--- src/sv/assert_macros.svh ---
// Assertion macros shared by the RTL that checks its own control flow.
// Needs clk and rst in scope at the point of use.
`ifndef ASSERT_MACROS_SVH
`define ASSERT_MACROS_SVH
`ifndef SYNTHESIS
`define TPS_ASSERT_IMP(lbl, ante, cons, msg) \
  lbl: assert property (@(posedge clk) disable iff (rst) (ante) |-> (cons)) else $error(msg);
`define TPS_ASSERT_NXT(lbl, ante, cons, msg) \
  lbl: assert property (@(posedge clk) disable iff (rst) (ante) |=> (cons)) else $error(msg);
`else
`define TPS_ASSERT_IMP(lbl, ante, cons, msg)
`define TPS_ASSERT_NXT(lbl, ante, cons, msg)
`endif
`endif

--- src/sv/tps_pkg.sv ---
// Shared types, codes, defaults and the log table of the spline evaluator.
// No dependencies.
`default_nettype none
package tps_pkg;

  localparam int MAX_KNOTS_DEF = 64;
  localparam int MAX_DIMS_DEF  = 3;
  localparam int FRAC_BITS_DEF = 16;
  localparam int NCOL          = 4;
  localparam int LN2_Q16       = 45426;
  localparam int DRAIN_CYCLES  = 24;

  localparam logic [1:0] CMD_LOAD_KNOT = 2'd0;
  localparam logic [1:0] CMD_LOAD_AFF  = 2'd1;
  localparam logic [1:0] CMD_QUERY     = 2'd2;

  localparam logic [1:0] CFG_ACTIVE_KNOTS = 2'd0;
  localparam logic [1:0] CFG_ACTIVE_DIMS  = 2'd1;

  typedef struct packed {
    logic [1:0]         cmd;
    logic [5:0]         slot;
    logic signed [31:0] a0;
    logic signed [31:0] a1;
    logic signed [31:0] a2;
    logic signed [31:0] a3;
    logic signed [31:0] b0;
    logic signed [31:0] b1;
    logic signed [31:0] b2;
    logic signed [31:0] b3;
    logic               last_in;
  } tps_in_t;

  typedef struct packed {
    logic signed [31:0] y0;
    logic signed [31:0] y1;
    logic signed [31:0] y2;
    logic signed [31:0] y3;
    logic               last_out;
    logic               not_ready;
  } tps_out_t;

  typedef struct packed {
    logic [1:0]  index;
    logic [31:0] data;
  } tps_cfg_t;

  typedef struct packed {
    logic               vld;
    logic               aff;
    logic signed [31:0] x;
  } tps_item_t;

  typedef struct packed {
    logic acc_clr;
    logic warp_we;
    logic aff_we;
  } tps_cell_ctl_t;

  function automatic logic [15:0] ln_tab(input logic [4:0] i);
    logic [15:0] v;
    case (i)
      5'd0:  v = 16'd0;
      5'd1:  v = 16'd3973;
      5'd2:  v = 16'd7719;
      5'd3:  v = 16'd11262;
      5'd4:  v = 16'd14624;
      5'd5:  v = 16'd17821;
      5'd6:  v = 16'd20870;
      5'd7:  v = 16'd23783;
      5'd8:  v = 16'd26573;
      5'd9:  v = 16'd29248;
      5'd10: v = 16'd31818;
      5'd11: v = 16'd34292;
      5'd12: v = 16'd36675;
      5'd13: v = 16'd38975;
      5'd14: v = 16'd41196;
      5'd15: v = 16'd43345;
      5'd16: v = 16'd45426;
      default: v = 16'd0;
    endcase
    return v;
  endfunction

endpackage
`default_nettype wire

--- src/sv/tps_cell.sv ---
// One output-column cell: warp column memory, affine column, MAC and accumulator.
// Depends on tps_pkg; cells are chained and pass each request to the next.
`default_nettype none
module tps_cell import tps_pkg::*; #(
  parameter int MAX_KNOTS = MAX_KNOTS_DEF,
  parameter int FRAC_BITS = FRAC_BITS_DEF
) (
  input  logic                         clk,
  input  logic                         rst,
  input  tps_cell_ctl_t                ctl,
  input  logic [$clog2(MAX_KNOTS)-1:0] wr_slot,
  input  logic [1:0]                   aff_row,
  input  logic [31:0]                  warp_data,
  input  logic [31:0]                  aff_data,
  input  tps_item_t                    item_in,
  input  logic [$clog2(MAX_KNOTS)-1:0] idx_in,
  output tps_item_t                    item_out,
  output logic [$clog2(MAX_KNOTS)-1:0] idx_out,
  output logic signed [63:0]           acc
);
  logic [31:0]        warp_mem [MAX_KNOTS];
  logic [31:0]        aff [NCOL];
  logic signed [31:0] w_q, a_q, coef;
  tps_item_t          it_q;
  logic               v2;
  logic signed [63:0] prod;

  assign coef = it_q.aff ? a_q : w_q;

  always_ff @(posedge clk) begin
    if (ctl.warp_we) warp_mem[wr_slot] <= warp_data;
    w_q <= warp_mem[idx_in];
  end

  always_ff @(posedge clk) begin
    if (ctl.aff_we) aff[aff_row] <= aff_data;
    a_q <= aff[idx_in[1:0]];
  end

  always_ff @(posedge clk) begin
    if (rst) begin
      it_q <= '0;
      v2   <= 1'b0;
      acc  <= '0;
    end else begin
      it_q <= item_in;
      v2   <= it_q.vld;
      if (ctl.acc_clr) acc <= '0;
      else if (v2) acc <= acc + (prod >>> FRAC_BITS);
    end
  end

  always_ff @(posedge clk) begin
    idx_out <= idx_in;
    prod    <= 64'(it_q.x) * 64'(coef);
  end

  assign item_out = it_q;

endmodule
`default_nettype wire

--- config.mk ---
export PLATFORM = sky130hd
export DESIGN_NAME = tps_cell
export DESIGN_NICKNAME = d
export VERILOG_FILES = /design/src/sv/assert_macros.svh /design/src/sv/tps_pkg.sv /design/src/sv/tps_cell.sv
export SDC_FILE = /design/constraint.sdc
export NUM_CORES = 2
export LEC_CHECK = 0
export BUFFER_PORTS_ARGS = -buffer_cell sky130_fd_sc_hd__clkbuf_2
export CORE_ASPECT_RATIO = 1.5
export CORE_MARGIN = 10
export CORE_UTILIZATION = 50
export CTS_CLUSTER_DIAMETER = 40
export DETAILED_ROUTE_END_ITERATION = 8
export GPL_TIMING_DRIVEN = 0
export PLACE_DENSITY_LB_ADDON = 0.1
export SLEW_MARGIN = 20
export SYNTH_ARGS = -nofsm -noshare
export SYNTH_HDL_FRONTEND = slang
export SYNTH_SLANG_ARGS = --single-unit
--- constraint.sdc ---
create_clock -name clk -period 25.1 [get_ports clk]
set_clock_uncertainty 0.1 [all_clocks]
set_input_delay 3.765 -clock clk [delete_from_list [all_inputs] [get_ports clk]]
set_output_delay 3.765 -clock clk [all_outputs]
set_load 0.02 [all_outputs]
Word-level counts from Yosys, hierarchy flattened
Memories as Yosys holds them, arrays and structs flattened. A register that Yosys moved wholly into a read port is not among the register bits.
Index checks and enable logic that the tools add are counted.

operators by class
  add/sub/neg operators = 1
  multipliers = 1
  divide/modulo/power cells = 0
  $lt $le $gt $ge = 0
  eq/ne operators = 0
  shift operators = 0
  multiplexer cells = 5
  bitwise gates (word level) = 0
  reduce and logical (&&, ||, !) cells = 1

operators with widths
  operator                      count
  adder 64 x 48 -> 64 bit       1
  multiplier 32 x 32 -> 64 bit  1
  two-way mux 32 bit            1
  two-way mux 1 bit             4
  OR reduction 2 bit            1

word-level totals
  register bits = 169
  latch bits = 0
  memory bits (writable) = 2176
  memory bits (read-only) = 0
  memories kept = 2

memories
  memory    depth  width  read ports  clocked after Yosys merged registers in  write ports  RTL line        RTL
  warp_mem  64     32     1           1                                        1            tps_cell.sv:21  logic [31:0] warp_mem [MAX_KNOTS];
  aff       4      32     1           1                                        1            tps_cell.sv:22  logic [31:0] aff [NCOL];

Longest topological paths before layout
  depth in word-level cells = 2
  gate-level depth with buffers = 33

Worst setup path after synthesis
OpenSTA, ideal clock, no wires.

  path kind = register -> register
  start point = register it_q, in the netlist item_out[32]
  end point = register prod[63]
  arrival = 8.507 ns
  required time = 24.879 ns
  path slack = 16.373 ns
  cell stages (with the launch flop) = 32
  path buffers = 3
  path through = dfxtp_1 buf_4 clkbuf_1 mux2_2 clkbuf_1 nand2_1 inv_1 fa_1 inv_1 fa_1 inv_1 fa_1 fa_1 inv_1 fa_1 inv_1 fa_1 inv_1 fa_1 inv_1 fa_1 ha_1 a21oi_1 o21bai_1 a21oi_1 inv_1 a21oi_1 nor2_1 a31o_2 a31oi_1 a21oi_1 xnor2_1

on the way
  longest elaborated chain between the ends = 2

RTL lines
  item                          RTL line        RTL
  from (decl)                   tps_cell.sv:24  tps_item_t it_q;
  from (signal assigned)        tps_cell.sv:46  it_q <= item_in;
  two-way mux 32 bit            tps_cell.sv:28  assign coef = it_q.aff ? a_q : w_q;
  multiplier 32 x 32 -> 64 bit  tps_cell.sv:55  prod <= 64'(it_q.x) * 64'(coef);
  to (signal assigned)          tps_cell.sv:55
  to (decl)                     tps_cell.sv:26  logic signed [63:0] prod;

No other way between the ends.
A chain may end at the register's enable or synchronous reset.

Worst setup path in the final report
  start point = register it_q, in the netlist item_out[32]
  end point = register prod[49]

The elaborated chain is that of the path after synthesis.

==> reports/qor.txt <==
crit path time final - 11910 ps
GP Congestion - 1.04
Setup Total Neg Slack - 0 ps
DP HPWL - 316000 um
Final Slew Violations - 0
setup ws final - 13190 ps
Inst Count DP - 11500
Root Buffer - clkbuf_16
gr ovfl total - 0
Unique masters post-synth - 78
Hold Path Class - reg2reg
Reg clk slew, reported paths - 50 ps
final setup vio count - 0
Initial DRC Count - 6362
Top Ports - 221
setup bufs post-CTS - 0
achievable clock frequency - 84.0 MHz
core area - 253000 sq um
Layout area overhead - 14.5%
wire per inst - 34.6 um
die height - 637 um
Yosys Warn Count - 0
Std-Cell Rows - 226
clk_lat worst skew - 860 ps
Place WS - 13420 ps
ratio of cells with drive above 1 in the final layout - 0.197
crit-path leading delay family - adder cells
Worst setup EP type - flip-flop
register area share after synthesis - 0.549
synthesized instance count - 7862
Initial Util - 0.502
H-tree levels - 5
Clock Sinks - 2393
overall routed net length - 419000 um
post-synthesis async set-or-reset flop share - 0
Slowest cell on crit path - clkbuf_1
worst-case clock buffer depth - 4
CTS resizes - 0
vias - 71900
Cell Count, Final, Fillers Out - 12100
clock tree from TritonCTS - built
DR pass1 iterations - 6
CP max stage delay - 960 ps
vias in the first global route - 77900
DR DRC count - 0
final hold violation count - 0
CP max FO - 10
DRT antenna net count - 0
Critical Path RT - 25740 ps
number of CTS-inserted buffers - 277
top_reg_cell synth - edfxtp_1
first-pass GRT wire length - 586000 um
number of synthesized flops with an enable pin - 2176
antenna violations before repair - 46
Die Wd - 431 um
most used cell, CP - fa_1
vias per inst - 5.95
Total Routing Usage GR - 0.305
mapped cell area - 127000 sq um
syn_nets - 9304
Final period util - 0.474
placed cell areas - 136000 sq um
PortBufs - 215
max_cap viols - 0
largest net degree at the start of global routing - 65
arrival time at the worst endpoint - 12550 ps
syn avg cell area - 16.2 sq um
RSZ-0062 raised after global routing - false
max_slew headroom - 0.0750
status - completed
post-synthesis register bit count - 2393
Worst Path Buf+Inv - 7
Worst setup SP type - flip-flop
Setup Crit Path Kind - reg2reg
Slew @ Worst Pin - 1390 ps
Hold Buf Count CTS - 0
die area - 275000 sq um
nets - 9938
fin area - 145000 sq um
state kept, by name (all words and copies together), names as in the netlist:
register and cells:
warp_mem 2048, aff 128, acc 64, prod 48
item_out 34, a_q 32, w_q 32, idx_out 6
v2 1
cells in the mapped netlist, types with 5 or more instances:
library cell     n  share of area
a211o_1          9        0.00062
a211oi_1        15        0.00089
a21boi_0         5        0.00030
a21o_1          52         0.0031
a21oi_1        111         0.0044
a221o_1          5        0.00039
a31oi_1          8        0.00039
a41oi_1          5        0.00034
and2_1         434          0.021
and3_1          15        0.00074
buf_1           48         0.0014
buf_2            8        0.00032
clkbuf_1       341          0.010
dfxtp_1        217          0.034
edfxtp_1      2176           0.51
fa_1          1082           0.17
ha_1           243          0.024
inv_1         1009          0.030
mux2_2          37         0.0033
mux2i_1         55         0.0043
mux4_2         697           0.12
nand2_1        584          0.017
nand2b_1        11        0.00054
nand3_1         46         0.0018
nand3b_1        14        0.00083
nand4_1         17        0.00084
nor2_1         197         0.0058
nor2b_1        111         0.0055
nor3_1          12        0.00047
nor3b_1          8        0.00047
o211ai_1        13        0.00077
o21a_1           6        0.00035
o21ai_0         60         0.0024
o21ai_1          9        0.00035
o21bai_1        16        0.00095
o31ai_1          5        0.00030
or2_2           11        0.00054
or3_1            6        0.00030
xnor2_1         68         0.0047
xor2_1          41         0.0028
final cells by class:
type,instances,area (sq um)
Clock buffer,309,7160
Sequential cell,2393,69700
Clock inverter,181,1960
Timing Repair Buffer,355,4290
Multi-Input combinational cell,4062,52600
Antenna cell,78,195
Tap cell,3306,4140
Fill cell,19700,107000
Buffer,398,1600
Inverter,1009,3790
cells in the final DEF, fill, tap and decap left out, drive strengths merged, types with 27 or more instances in the layout:
| master | synthesis | layout |
|---|---|---|
| inv | 1009 | 1040 |
| bufinv | 0 | 27 |
| clkinvlp | 0 | 32 |
| dfxtp | 217 | 217 |
| nor2b | 111 | 111 |
| mux4 | 697 | 697 |
| xor2 | 41 | 41 |
| nand2 | 584 | 584 |
| nand3 | 46 | 46 |
| a21o | 52 | 52 |
| nor2 | 197 | 197 |
| mux2 | 37 | 37 |
| mux2i | 55 | 55 |
| clkbuf | 341 | 871 |
| edfxtp | 2176 | 2176 |
| and2 | 434 | 434 |
| clkinv | 0 | 91 |
| fa | 1082 | 1082 |
| o21ai | 70 | 70 |
| diode | 0 | 78 |
| buf | 57 | 191 |
| a21oi | 112 | 112 |
| xnor2 | 68 | 68 |
| ha | 243 | 243 |
cells by family after synthesis:
logic type	after synthesis	synth area share
DFF	2393	0.549
and+or+nand+nor	1485	0.0578
buffers and inverters	1407	0.0417
adders and majority gates	1325	0.195
muxes	789	0.131
AOI/OAI and AO/OA	354	0.0185
xor gates and xnor gates	109	0.00752
per-stage QoR:
step / util / hold WS (ps)
2_1_floorplan: - / 432
3_3_place_gp: 0.523 / 361
3_5_place_dp: 0.538 / 372
4_1_cts: 0.574 / 378
5_1_grt: 0.575 / 399
6_report: 0.575 / 372
metal layers:
metal | routed length, um | track usage
met1 | 136000 | 0.329
met2 | 218000 | 0.536
met3 | 27100 | 0.0565
met4 | 37700 | 0.221
met5 | 174 | 0
worst paths after layout:
| check | start | to | slack [ps] | depth (start not counted) |
|---|---|---|---|---|
| worst max-delay path | item_out[32] | prod[49] | 13190 | 29 |
| worst min-delay path | item_out[33] | v2 | 370 | 1 |
| worst max register to register | item_out[32] | prod[49] | 13190 | 29 |
| worst min register to register | item_out[33] | v2 | 370 | 1 |
worst reg2reg max path: cells and delay by family (launching register included):
| kind | cells | cell delay, ps |
|---|---|---|
| flops | 1 | 370 |
| simple gates | 3 | 820 |
| xor+xnor | 1 | 160 |
| fa+ha+maj | 9 | 4460 |
| mux | 1 | 580 |
| buf+inv | 7 | 2160 |
| compound gates | 8 | 3180 |
Power is not shown: default switching activity piles up to over one toggle a cycle in this logic, so the estimate is an artifact.
